`config.mk`:
```
export PLATFORM = sky130hd
export DESIGN_NAME = dns_answer_address_extractor_flat
export DESIGN_NICKNAME = d
export VERILOG_FILES = /design/src/hw/rtl/dae_pkg.sv /design/src/hw/rtl/dae_in_if.sv /design/src/hw/rtl/dae_out_if.sv /design/src/hw/rtl/dae_parse.sv /design/src/hw/rtl/dae_out_fifo.sv /design/src/hw/rtl/dns_answer_address_extractor.sv /design/src/flat_wrapper.sv
export SDC_FILE = /design/constraint.sdc
export NUM_CORES = 2
export LEC_CHECK = 0
export ABC_CLOCK_PERIOD_IN_PS = 15350
export BUFFER_PORTS_ARGS = -buffer_cell sky130_fd_sc_hd__buf_2
export CORE_MARGIN = 5
export CORE_UTILIZATION = 61
export DETAILED_ROUTE_END_ITERATION = 7
export PLACE_DENSITY = 0.87
export SLEW_MARGIN = 40
export SYNTH_ARGS = -nofsm -noshare
export SYNTH_HDL_FRONTEND = slang
export SYNTH_SLANG_ARGS = --single-unit
```
`constraint.sdc`:
```
create_clock -name clk_i -period 15.35 [get_ports clk_i]
set_clock_uncertainty 0.05 [all_clocks]
set_input_delay 0.7675 -clock clk_i [delete_from_list [all_inputs] [get_ports clk_i]]
set_output_delay 0.7675 -clock clk_i [all_outputs]
set_load 0.02 [all_outputs]
```
`src/hw/rtl/dae_pkg.sv`:
```
`timescale 1ns / 1ps
// Shared types and constants for the DNS answer address extractor.
// No dependencies; imported by the parser, the result queue and the top level.
package dae_pkg;

  // Fixed layout of a DNS message
  localparam int unsigned HdrLen   = 12;
  localparam int unsigned QFixLen  = 4;
  localparam int unsigned AFixLen  = 10;
  localparam logic [15:0] TypeV4   = 16'd1;
  localparam logic [15:0] TypeV6   = 16'd28;
  localparam logic [15:0] LenV4    = 16'd4;
  localparam logic [15:0] LenV6    = 16'd16;
  localparam logic [7:0]  PtrMask  = 8'hC0;

  // Result queue depth; input is accepted only while two slots are free for a byte in flight
  localparam int unsigned OutDepth = 4;

  typedef enum logic [3:0] {
    PH_HEADER,
    PH_QNAME,
    PH_QPTR,
    PH_QFIXED,
    PH_ANAME,
    PH_APTR,
    PH_AFIXED,
    PH_RDATA,
    PH_DONE,
    PH_IGNORE
  } phase_e;

  typedef enum logic [1:0] {
    KIND_V4     = 2'd0,
    KIND_V6     = 2'd1,
    KIND_STATUS = 2'd2
  } kind_e;

  typedef enum logic [2:0] {
    ST_OK          = 3'd0,
    ST_SHORT_HDR   = 3'd1,
    ST_ID_MISMATCH = 3'd2,
    ST_BAD_QUEST   = 3'd3,
    ST_ANSWER_CUT  = 3'd4
  } status_e;

  // One result item
  typedef struct packed {
    logic [1:0]  kind;
    logic [63:0] address_high;
    logic [63:0] address_low;
    logic [2:0]  status;
    logic [15:0] address_count;
    logic        last;
  } res_t;

  // Up to two results caused by one byte, in order
  typedef struct packed {
    logic [1:0] cnt;
    res_t       res0;
    res_t       res1;
  } push_t;

endpackage

```
`src/hw/rtl/dae_in_if.sv`:
```
`timescale 1ns / 1ps
// Input byte channel: valid/ready handshake with one response byte per transfer.
// No dependencies.
interface dae_in_if;
  logic        valid;
  logic        ready;
  logic [7:0]  data_byte;
  logic        last_byte;
  logic [15:0] expected_id;

  modport source (output valid, output data_byte, output last_byte, output expected_id,
                  input ready);
  modport sink   (input valid, input data_byte, input last_byte, input expected_id,
                  output ready);
endinterface

```
`src/hw/rtl/dae_out_if.sv`:
```
`timescale 1ns / 1ps
// Result channel: valid/ready handshake, one address or status result per transfer.
// No dependencies.
interface dae_out_if;
  logic        valid;
  logic        ready;
  logic [1:0]  kind;
  logic [63:0] address_high;
  logic [63:0] address_low;
  logic [2:0]  status;
  logic [15:0] address_count;
  logic        last;

  modport source (output valid, output kind, output address_high, output address_low,
                  output status, output address_count, output last, input ready);
  modport sink   (input valid, input kind, input address_high, input address_low,
                  input status, input address_count, input last, output ready);
endinterface

```
`src/hw/rtl/dae_parse.sv`:
```
`timescale 1ns / 1ps
// Byte-at-a-time DNS response parser: header, question skip, answer records.
// Depends on dae_pkg. Produces up to two results per accepted byte.
module dae_parse
  import dae_pkg::*;
#(
  parameter int unsigned MAX_PACKET_BYTES = 1500
) (
  input  logic        clk_i,
  input  logic        rst_ni,
  input  logic        take_i,
  input  logic [7:0]  data_byte_i,
  input  logic        last_byte_i,
  input  logic [15:0] expected_id_i,
  output push_t       push_o
);

  localparam int unsigned PosW = $clog2(MAX_PACKET_BYTES + 1);
  localparam logic [PosW-1:0] PosMax = PosW'(MAX_PACKET_BYTES);

  logic [PosW-1:0] pos_q, pos_d;
  phase_e          phase_q, phase_d;
  logic            id_ok_q, id_ok_d;
  logic [7:0]      id_low_q, id_low_d;
  logic [15:0]     quest_q, quest_d;
  logic [15:0]     ans_q, ans_d;
  logic [7:0]      lbl_q, lbl_d;
  logic [15:0]     fld_q, fld_d;
  logic [15:0]     rtype_q, rtype_d;
  logic [15:0]     rlen_q, rlen_d;
  logic [15:0]     found_q, found_d;
  // last 15 bytes of rdata; the 16th comes straight from the input
  logic [119:0]    shift_q, shift_d;

  logic            name_ptr, name_end;
  logic [15:0]     rlen_now;
  logic [15:0]     ans_dec, quest_dec;
  logic            addr_out;
  res_t            addr_res, stat_res;
  status_e         stat;

  // Name walking: a pointer or a terminating zero only when no label is open
  assign name_ptr  = (lbl_q == 8'd0) && ((data_byte_i & PtrMask) == PtrMask);
  assign name_end  = (lbl_q == 8'd0) && (data_byte_i == 8'd0);
  assign ans_dec   = ans_q - 16'd1;
  assign quest_dec = quest_q - 16'd1;
  assign rlen_now  = (fld_q == 16'd1) ? {rlen_q[15:8], data_byte_i} : rlen_q;

  // Next-state logic for one byte
  always_comb begin
    pos_d    = pos_q;
    phase_d  = phase_q;
    id_ok_d  = id_ok_q;
    id_low_d = id_low_q;
    quest_d  = quest_q;
    ans_d    = ans_q;
    lbl_d    = lbl_q;
    fld_d    = fld_q;
    rtype_d  = rtype_q;
    rlen_d   = rlen_q;
    found_d  = found_q;
    shift_d  = shift_q;
    addr_out = 1'b0;
    addr_res = '0;
    stat_res = '0;
    stat     = ST_OK;

    if (take_i && (pos_q < PosMax)) begin
      pos_d = pos_q + PosW'(1);
      case (phase_q)
        PH_HEADER: begin
          if (pos_q == PosW'(0)) begin
            id_ok_d  = (data_byte_i == expected_id_i[15:8]);
            id_low_d = expected_id_i[7:0];
          end else if (pos_q == PosW'(1)) begin
            id_ok_d = id_ok_q && (data_byte_i == id_low_q);
            if (!(id_ok_q && (data_byte_i == id_low_q))) begin
              phase_d = PH_IGNORE;
            end
          end else if (pos_q == PosW'(4)) begin
            quest_d = {data_byte_i, 8'd0};
          end else if (pos_q == PosW'(5)) begin
            quest_d = {quest_q[15:8], data_byte_i};
          end else if (pos_q == PosW'(6)) begin
            ans_d = {data_byte_i, 8'd0};
          end else if (pos_q == PosW'(7)) begin
            ans_d = {ans_q[15:8], data_byte_i};
          end else if (pos_q == PosW'(HdrLen - 1)) begin
            lbl_d = 8'd0;
            if (quest_q != 16'd0) begin
              phase_d = PH_QNAME;
            end else begin
              phase_d = (ans_q != 16'd0) ? PH_ANAME : PH_DONE;
            end
          end
        end
        PH_QNAME, PH_ANAME: begin
          if (lbl_q != 8'd0) begin
            lbl_d = lbl_q - 8'd1;
          end else if (name_ptr) begin
            phase_d = (phase_q == PH_QNAME) ? PH_QPTR : PH_APTR;
          end else if (name_end) begin
            phase_d = (phase_q == PH_QNAME) ? PH_QFIXED : PH_AFIXED;
            fld_d   = (phase_q == PH_QNAME) ? 16'(QFixLen) : 16'(AFixLen);
          end else begin
            lbl_d = data_byte_i;
          end
        end
        PH_QPTR: begin
          phase_d = PH_QFIXED;
          fld_d   = 16'(QFixLen);
        end
        PH_APTR: begin
          phase_d = PH_AFIXED;
          fld_d   = 16'(AFixLen);
        end
        PH_QFIXED: begin
          fld_d = fld_q - 16'd1;
          if (fld_q == 16'd1) begin
            quest_d = quest_dec;
            lbl_d   = 8'd0;
            if (quest_dec != 16'd0) begin
              phase_d = PH_QNAME;
            end else begin
              phase_d = (ans_q != 16'd0) ? PH_ANAME : PH_DONE;
            end
          end
        end
        PH_AFIXED: begin
          // type in the first two bytes, rdlength in the last two
          if (fld_q == 16'(AFixLen)) begin
            rtype_d = {data_byte_i, 8'd0};
          end else if (fld_q == 16'(AFixLen - 1)) begin
            rtype_d = {rtype_q[15:8], data_byte_i};
          end else if (fld_q == 16'd2) begin
            rlen_d = {data_byte_i, 8'd0};
          end else if (fld_q == 16'd1) begin
            rlen_d = rlen_now;
          end
          fld_d = fld_q - 16'd1;
          if (fld_q == 16'd1) begin
            if (rlen_now == 16'd0) begin
              ans_d   = ans_dec;
              lbl_d   = 8'd0;
              phase_d = (ans_dec != 16'd0) ? PH_ANAME : PH_DONE;
            end else begin
              fld_d   = rlen_now;
              phase_d = PH_RDATA;
            end
          end
        end
        PH_RDATA: begin
          shift_d = {shift_q[111:0], data_byte_i};
          fld_d   = fld_q - 16'd1;
          if (fld_q == 16'd1) begin
            if ((rtype_q == TypeV4) && (rlen_q == LenV4)) begin
              addr_out             = 1'b1;
              addr_res.kind        = KIND_V4;
              addr_res.address_low = {32'd0, shift_q[23:0], data_byte_i};
            end else if ((rtype_q == TypeV6) && (rlen_q == LenV6)) begin
              addr_out              = 1'b1;
              addr_res.kind         = KIND_V6;
              addr_res.address_high = shift_q[119:56];
              addr_res.address_low  = {shift_q[55:0], data_byte_i};
            end
            if (addr_out && (found_q != 16'hFFFF)) begin
              found_d = found_q + 16'd1;
            end
            ans_d   = ans_dec;
            lbl_d   = 8'd0;
            phase_d = (ans_dec != 16'd0) ? PH_ANAME : PH_DONE;
          end
        end
        default: ;
      endcase
    end

    // End of packet: status from the state after this byte, then back to reset
    if (take_i && last_byte_i) begin
      if (pos_d < PosW'(HdrLen)) begin
        stat = ST_SHORT_HDR;
      end else if (!id_ok_d) begin
        stat = ST_ID_MISMATCH;
      end else if (phase_d == PH_DONE) begin
        stat = ST_OK;
      end else if ((phase_d == PH_ANAME) || (phase_d == PH_APTR) ||
                   (phase_d == PH_AFIXED) || (phase_d == PH_RDATA)) begin
        stat = ST_ANSWER_CUT;
      end else begin
        stat = ST_BAD_QUEST;
      end
      stat_res.kind          = KIND_STATUS;
      stat_res.status        = stat;
      stat_res.address_count = found_d;
      stat_res.last          = 1'b1;

      pos_d    = '0;
      phase_d  = PH_HEADER;
      id_ok_d  = 1'b0;
      id_low_d = 8'd0;
      quest_d  = 16'd0;
      ans_d    = 16'd0;
      lbl_d    = 8'd0;
      fld_d    = 16'd0;
      rtype_d  = 16'd0;
      rlen_d   = 16'd0;
      found_d  = 16'd0;
    end
  end

  // Results handed to the queue in order: address first, then status
  always_comb begin
    push_o = '0;
    if (addr_out) begin
      push_o.res0 = addr_res;
      push_o.res1 = stat_res;
      push_o.cnt  = (take_i && last_byte_i) ? 2'd2 : 2'd1;
    end else if (take_i && last_byte_i) begin
      push_o.res0 = stat_res;
      push_o.cnt  = 2'd1;
    end
  end

  // Parser control state
  always_ff @(posedge clk_i or negedge rst_ni) begin
    if (!rst_ni) begin
      pos_q    <= '0;
      phase_q  <= PH_HEADER;
      id_ok_q  <= 1'b0;
      id_low_q <= 8'd0;
      quest_q  <= 16'd0;
      ans_q    <= 16'd0;
      lbl_q    <= 8'd0;
      fld_q    <= 16'd0;
      rtype_q  <= 16'd0;
      rlen_q   <= 16'd0;
      found_q  <= 16'd0;
    end else begin
      pos_q    <= pos_d;
      phase_q  <= phase_d;
      id_ok_q  <= id_ok_d;
      id_low_q <= id_low_d;
      quest_q  <= quest_d;
      ans_q    <= ans_d;
      lbl_q    <= lbl_d;
      fld_q    <= fld_d;
      rtype_q  <= rtype_d;
      rlen_q   <= rlen_d;
      found_q  <= found_d;
    end
  end

  // Address shift line; always fully refilled before it is read
  always_ff @(posedge clk_i) begin
    shift_q <= shift_d;
  end

endmodule

```
`src/hw/rtl/dae_out_fifo.sv`:
```
`timescale 1ns / 1ps
// Result queue: takes up to two results per cycle, hands out one per transfer.
// Depends on dae_pkg.
module dae_out_fifo
  import dae_pkg::*;
(
  input  logic  clk_i,
  input  logic  rst_ni,
  input  push_t push_i,
  output logic  room2_o,
  output logic  valid_o,
  input  logic  ready_i,
  output res_t  res_o
);

  localparam int unsigned PtrW = $clog2(OutDepth);
  localparam int unsigned CntW = $clog2(OutDepth + 1);

  res_t            mem_q [OutDepth];
  logic [PtrW-1:0] wr_q, wr_d, rd_q, rd_d;
  logic [CntW-1:0] cnt_q, cnt_d;
  logic            pop;
  logic [PtrW-1:0] wr_next;

  assign pop     = valid_o && ready_i;
  assign valid_o = (cnt_q != '0);
  assign res_o   = mem_q[rd_q];
  assign room2_o = (cnt_q <= CntW'(OutDepth - 2));
  assign wr_next = wr_q + PtrW'(1);

  // Pointer and fill count update
  always_comb begin
    wr_d  = wr_q + PtrW'(push_i.cnt);
    rd_d  = pop ? rd_q + PtrW'(1) : rd_q;
    cnt_d = cnt_q + CntW'(push_i.cnt) - (pop ? CntW'(1) : CntW'(0));
  end

  always_ff @(posedge clk_i or negedge rst_ni) begin
    if (!rst_ni) begin
      wr_q  <= '0;
      rd_q  <= '0;
      cnt_q <= '0;
    end else begin
      wr_q  <= wr_d;
      rd_q  <= rd_d;
      cnt_q <= cnt_d;
    end
  end

  // Entry storage
  always_ff @(posedge clk_i) begin
    if (push_i.cnt != 2'd0) begin
      mem_q[wr_q] <= push_i.res0;
    end
    if (push_i.cnt == 2'd2) begin
      mem_q[wr_next] <= push_i.res1;
    end
  end

endmodule

```
`src/hw/rtl/dns_answer_address_extractor.sv`:
```
`timescale 1ns / 1ps
// Top level of the DNS answer address extractor.
// Depends on dae_pkg, dae_in_if, dae_out_if, dae_parse and dae_out_fifo.

// Takes a DNS response one byte per cycle and returns every complete A and AAAA
// address in its answers, followed by one status result when the byte flagged
// last arrives. Each accepted byte is parsed in the cycle of its transfer and its
// results are offered from the next cycle on through a four-entry result queue.
// The input stays ready while the queue has two free entries, so a byte stream
// runs at one byte per clock as long as results are taken; only a byte that
// completes an address and also ends the packet produces two results, which the
// queue absorbs. Bytes at or past MAX_PACKET_BYTES are not parsed, but their last
// flag still closes the packet. The expected id is sampled with the first byte.
module dns_answer_address_extractor
  import dae_pkg::*;
#(
  parameter int unsigned MAX_PACKET_BYTES = 1500
) (
  input  logic  clk_i,
  input  logic  rst_ni,
  dae_in_if.sink     in_i,
  dae_out_if.source  out_o
);

  logic  take;
  logic  room2;
  push_t push;
  res_t  res;

  assign in_i.ready = room2;
  assign take       = in_i.valid && room2;

  // Byte parser
  dae_parse #(
    .MAX_PACKET_BYTES(MAX_PACKET_BYTES)
  ) u_parse (
    .clk_i         (clk_i),
    .rst_ni        (rst_ni),
    .take_i        (take),
    .data_byte_i   (in_i.data_byte),
    .last_byte_i   (in_i.last_byte),
    .expected_id_i (in_i.expected_id),
    .push_o        (push)
  );

  // Result queue
  dae_out_fifo u_out_fifo (
    .clk_i   (clk_i),
    .rst_ni  (rst_ni),
    .push_i  (push),
    .room2_o (room2),
    .valid_o (out_o.valid),
    .ready_i (out_o.ready),
    .res_o   (res)
  );

  assign out_o.kind          = res.kind;
  assign out_o.address_high  = res.address_high;
  assign out_o.address_low   = res.address_low;
  assign out_o.status        = res.status;
  assign out_o.address_count = res.address_count;
  assign out_o.last          = res.last;

endmodule

```
`src/flat_wrapper.sv`:
```
// flat-port wrapper written by rule: the top's interface ports become plain ports
module dns_answer_address_extractor_flat import dae_pkg::*;
#(
  parameter int unsigned MAX_PACKET_BYTES = 1500
)
  (clk_i, rst_ni, in_i_valid, in_i_data_byte, in_i_last_byte, in_i_expected_id, in_i_ready, out_o_valid, out_o_kind, out_o_address_high, out_o_address_low, out_o_status, out_o_address_count, out_o_last, out_o_ready);
  dae_in_if in_i_i ();
  dae_out_if out_o_i ();
  input  logic clk_i;
  input  logic rst_ni;
  input wire logic [$bits(in_i_i.valid)-1:0] in_i_valid;
  input wire logic [$bits(in_i_i.data_byte)-1:0] in_i_data_byte;
  input wire logic [$bits(in_i_i.last_byte)-1:0] in_i_last_byte;
  input wire logic [$bits(in_i_i.expected_id)-1:0] in_i_expected_id;
  output wire logic [$bits(in_i_i.ready)-1:0] in_i_ready;
  output wire logic [$bits(out_o_i.valid)-1:0] out_o_valid;
  output wire logic [$bits(out_o_i.kind)-1:0] out_o_kind;
  output wire logic [$bits(out_o_i.address_high)-1:0] out_o_address_high;
  output wire logic [$bits(out_o_i.address_low)-1:0] out_o_address_low;
  output wire logic [$bits(out_o_i.status)-1:0] out_o_status;
  output wire logic [$bits(out_o_i.address_count)-1:0] out_o_address_count;
  output wire logic [$bits(out_o_i.last)-1:0] out_o_last;
  input wire logic [$bits(out_o_i.ready)-1:0] out_o_ready;
  assign in_i_i.valid = in_i_valid;
  assign in_i_i.data_byte = in_i_data_byte;
  assign in_i_i.last_byte = in_i_last_byte;
  assign in_i_i.expected_id = in_i_expected_id;
  assign in_i_ready = in_i_i.ready;
  assign out_o_valid = out_o_i.valid;
  assign out_o_kind = out_o_i.kind;
  assign out_o_address_high = out_o_i.address_high;
  assign out_o_address_low = out_o_i.address_low;
  assign out_o_status = out_o_i.status;
  assign out_o_address_count = out_o_i.address_count;
  assign out_o_last = out_o_i.last;
  assign out_o_i.ready = out_o_ready;
  dns_answer_address_extractor #(.MAX_PACKET_BYTES(MAX_PACKET_BYTES)) u_core (.clk_i(clk_i), .rst_ni(rst_ni), .in_i(in_i_i), .out_o(out_o_i));
endmodule
```
Word-level counts from Yosys, hierarchy flattened:

Memory sizes are Yosys's and may differ from the RTL's.
Cells that the tools add are included.

* logic and storage cells: 264
* bits of input ports: 29
* RAM bits: 600
* memories: 1
* register bits: 255

* muxes and demuxes: 128
* reduce and logical (&&, ||, !) cells: 49
* magnitude comparators: 3
* add/subtract/negate cells: 11
* equal/unequal tests: 54

Memories
* u_core.u_out_fifo.mem_q: depth 4, bits a word 150, read ports 1, clocked after memory_dff 0, write ports 2, line dae_out_fifo.sv:19 `res_t mem_q [OutDepth];`

Operators with widths (count)
* $mux W16: 39
* $mux W130: 3
* $mux W8: 23
* $mux W152: 1
* $mux W151: 1
* $mux W150: 1
* $mux W129: 1
* $mux W64: 2
* $mux W4: 22
* $pmux W16 S5: 1
* $reduce_bool A16 Y1: 4
* $ne A3 B3 Y1 const B: 16
* $pmux W16 S3: 1
* $sub A16 B1 Y16 const B: 3
* $eq A11 B3 Y1 const B: 4
* $eq A16 B1 Y1 const B: 2
* $eq A16 B4 Y1 const B: 2
* $eq A16 B5 Y1 const B: 2
* $eq A4 B3 Y1 const B: 8
* $pmux W16 S2: 1
* $pmux W8 S4: 1
* $pmux W4 S7: 1
* $mux W11: 2
* $mux W20: 1
* 45 further kinds: 103

Longest topological paths before layout:

* word-level depth: 26
* depth in mapped cells: 15
* mapped depth without buffers: 14

Hierarchy:

A second synthesis with hierarchy kept.

* cell total of the unflattened synthesis: 2966
* area total of the unflattened synthesis: 43220.2 sq um

By module, submodules not included
* dae_out_fifo: cells each 1491, area each 29166.7 sq um, sequential area each 18192.4 sq um, times used 1
* dae_parse: cells each 1474, area each 14047.2 sq um, sequential area each 6806.5 sq um, times used 1
* dns_answer_address_extractor: cells each 1, area each 6.3 sq um, sequential area each 0.0 sq um, times used 1

Least setup slack after synthesis:

Ideal clock, no wire load.

* path kind: reg2reg
* start: register u_core.u_out_fifo.cnt_q[0]
* end: memory u_core.u_out_fifo.mem_q[1][0] (netlist bit), enable pin
* path buffers: 3
* stages on the path, launching flop included: 12
* setup slack: 4.610 ns
* library setup time: 0.375 ns
* required time: 14.925 ns
* period minus slack after synthesis: 10.740 ns
* data arrival time: 10.315 ns
* path through: dfrtp_1 a21oi_2 o2111ai_4 clkbuf_1 nor2_1 nand4_1 ha_1 nor3b_1 nor2_1 clkbuf_1 clkbuf_1 inv_1

RTL lines
* from (decl): line dae_out_fifo.sv:21 `logic [CntW-1:0] cnt_q, cnt_d;`
* from (signal assigned): line dae_out_fifo.sv:46 `cnt_q <= cnt_d;`
* to (decl): line dae_out_fifo.sv:19

==> metrics.cfg <==
[layout]
mostFrequentLayoutCells = 791 x nand2_1, 591 x o21ai_0, 516 x dfxtp_1, 200 x edfxtp_1, 192 x nor2_1
final_core_util_pct = 68.67
antennaDiodeCount = 0
fill_cells = 3845
fin_area_um2 = 39470
syn_to_final_growth_pct = 12.05
mostFrequentLayoutCell = nand2_1
final_nets = 3554
drive_gt1_share_pct = 15.55

[grt]
grt_max_degree = 91
grt_pass1_wl_mm = 150.6
grt-ovfl-total = 0
grtUsageTotal_pct = 29.42
first_global_vias = 27648
antenna_found_initial = 2

[cts]
path_clk_slew_ps = 60
hold_buffers = 0
post_cts_buffers = 0
h-tree-depth = 3
clock_path_buffers = 3
insertion_delay_ps = 650
cts_buffers = 84
clock_sinks = 851
cts_resized = 0
cts_root_buffer = clkbuf_16
cts_tree = built

[power_and_ir_drop]
irDropWorstVdd_mv = 0.1020
cellPowerDensity_nw_per_um2 = 147.3
power_leakage_uw = 0.01445

[die]
fp.dieArea_um2 = 62650
pin_count = 181
die_h_um = 250.3
rows = 88
core-area_um2 = 57480
start_util_pct = 61.28
chipWidth_um = 250.3

[sta]
setup_viol = 0
tightest_slew_ps = 916.6
min_period_ps = 5245
rsz0062_at_grt = no
drv_slew = 0
hold_violations = 0
fmax_mhz = 190.6
max_slew_margin_pct = 38.89
fin_setup_tns_ps = 0
fin_crit_sh_pct = 34.17
whs_ps = 101.6

[route]
drt_first_iter_violations = 3140
vias = 28032
viasPerCell = 6.459
wl_per_cell_um = 21.95
drtPass1Iterations = 8
antenna_left = 0
drc = 0
drt_wl_total_mm = 95.27

[setup_path]
critPathBufInv = 3
critPathLaunchType = flip-flop
crit_type = flip-flop to flip-flop
max_stage_delay_ps = 670
worst-path-max-fanout = 82
cp_cell_sequence = and3b_1, nand2_1, nor2_4, buf_6, nand4_1, ha_1, nor2_1, and2_0, nor2_4, buf_6, buf_4, nand2_1, o21ai_0
crit_path_top_delay_cell = dfrtp_1
arrival_ps = 5670
cp_top_family = simple AND/OR/NAND/NOR gates
crit_path_end_kind = flip-flop
required_ps = 15770

[synthesis]
syn-num-nets = 3496
synth_edf_count = 200
synthFlopType = dfxtp_1
ys_types = 91
netlist_area_um2 = 35220
ys_warn_count = 0
syn_inst = 3445
synth.avg_cell_area_um2 = 10.22
async_flop_share_pct = 15.86
ys_seq_elements = 851
ys_seq_area_share_pct = 55.97

[placed_design]
port_buffers = 180
placed_area_um2 = 36530
dp_hpwl_mm = 54.94
finalWeightedCongestion = 0.9476

[run]
cap_violations = 0

[run_status]
outcome = finished clean

[hold_path]
hp-class = primary input to async pin

-- final cells by class --
class / count / area, um^2 / area share [%]
tap: 765 / 957.2 / 2.425
clock buffer: 117 / 2441 / 6.185
sequential: 851 / 19720 / 49.97
clock inverter: 41 / 444.2 / 1.125
timing repair buffer: 211 / 1221 / 3.094
inverter: 29 / 108.9 / 0.2758
multi-input combinational: 2326 / 14570 / 36.92
-- worst reg2reg max path: stages, from the launching register on --
cell     delay [ps]
dfrtp_1         670
and3b_1         510
nand2_1         250
nor2_4          170
buf_6           520
nand4_1         540
ha_1            480
nor2_1          250
and2_0          450
nor2_4           90
buf_6           330
buf_4           520
nand2_1         180
o21ai_0         110
-- sequential cells by signal (all words and copies together) (netlist names), 11 cells and up --
name                     cells
u_core.u_parse.rlen_q       16
u_core.u_parse.shift_q     120
u_core.u_parse.rtype_q      16
u_core.u_parse.pos_q        11
u_core.u_out_fifo.mem_q    596
u_core.u_parse.ans_q        16
u_core.u_parse.found_q      16
u_core.u_parse.fld_q        16
u_core.u_parse.quest_q      16
-- per-stage QoR --
| stage | setup WS, ps | std cells | total power [uW] |
|---|---|---|---|
| floorplan | 4610 | 3445 | 3420 |
| global placement | 9840 | 4179 | 3697 |
| detailed placement | 9890 | 4181 | 3734 |
| CTS | 9859 | 4339 | 5807 |
| global route | 9821 | 4340 | 6024 |
| finish | 10100 | 4340 | 5815 |
-- cells in the mapped netlist, types with 4 or more instances --
library cell	number	share of area (%)
a22oi_1	16	0.34
o21ai_0	591	8.4
nor3_1	45	0.64
o31ai_1	31	0.66
nor2_1	197	2.1
ha_1	21	0.75
xnor2_1	41	1.0
a21oi_1	90	1.3
nor3b_1	11	0.23
nor4_1	26	0.46
dfxtp_1	516	29
nand3_1	40	0.57
a22o_1	31	0.77
buf_1	21	0.22
or2_2	4	0.071
nand2b_1	9	0.16
nand2_1	792	8.4
clkbuf_1	201	2.1
and4_1	5	0.12
nor2b_1	7	0.12
nand3b_1	6	0.13
o21ai_1	6	0.085
a32oi_1	6	0.15
a211oi_1	6	0.13
a21o_1	8	0.17
buf_2	11	0.16
dfrtp_1	135	9.6
edfxtp_1	200	17
a31oi_1	7	0.12
and2_1	10	0.18
o211ai_1	6	0.13
inv_1	28	0.30
xor2_1	28	0.70
mux4_2	149	9.5
or3_1	13	0.23
mux2i_1	12	0.34
nand4_1	20	0.36
and3_1	13	0.23
-- routing by layer --
metal | wire length, um | share of wire (%) | global-route usage, %
met1 | 35870 | 38 | 38.72
met2 | 45920 | 48 | 47.94
met3 | 8692 | 9.1 | 5.181
met4 | 4779 | 5.0 | 13.92
met5 | 13 | 0.014 | 0
-- power by group --
group          internal [uW]  switching, uW  total [uW]
registers               2370            140        2510
clock network           1200            907        2110
logic                    440            757        1200
-- worst paths after layout --
check,startpoint,end,slack [ps],cells past startpoint
setup / recovery,u_core.u_parse.phase_q[2],u_core.u_out_fifo.mem_q[2][53],10100,13
hold / removal,rst_ni,u_core.u_parse.pos_q[0],100,1
setup reg to reg,u_core.u_parse.phase_q[2],u_core.u_out_fifo.mem_q[2][53],10100,13
hold reg to reg,u_core.u_parse.shift_q[37],u_core.u_parse.shift_q[45],380,0
max in group asynchronous,rst_ni,u_core.u_out_fifo.rd_q[0],13940,2
min in group clk_i,in_i_expected_id[7],u_core.u_parse.id_low_q[7],300,2
-- kinds of logic after synthesis --
family / Yosys count / share of synthesized area, %
buf+inv: 268 / 2.991
mux: 162 / 9.900
compound gates: 838 / 13.33
simple gates: 1235 / 15.29
flops: 851 / 55.97
fa+ha+maj: 22 / 0.8028
xor+xnor: 69 / 1.716
No activity file was read; power rests on OpenSTA's default activity.
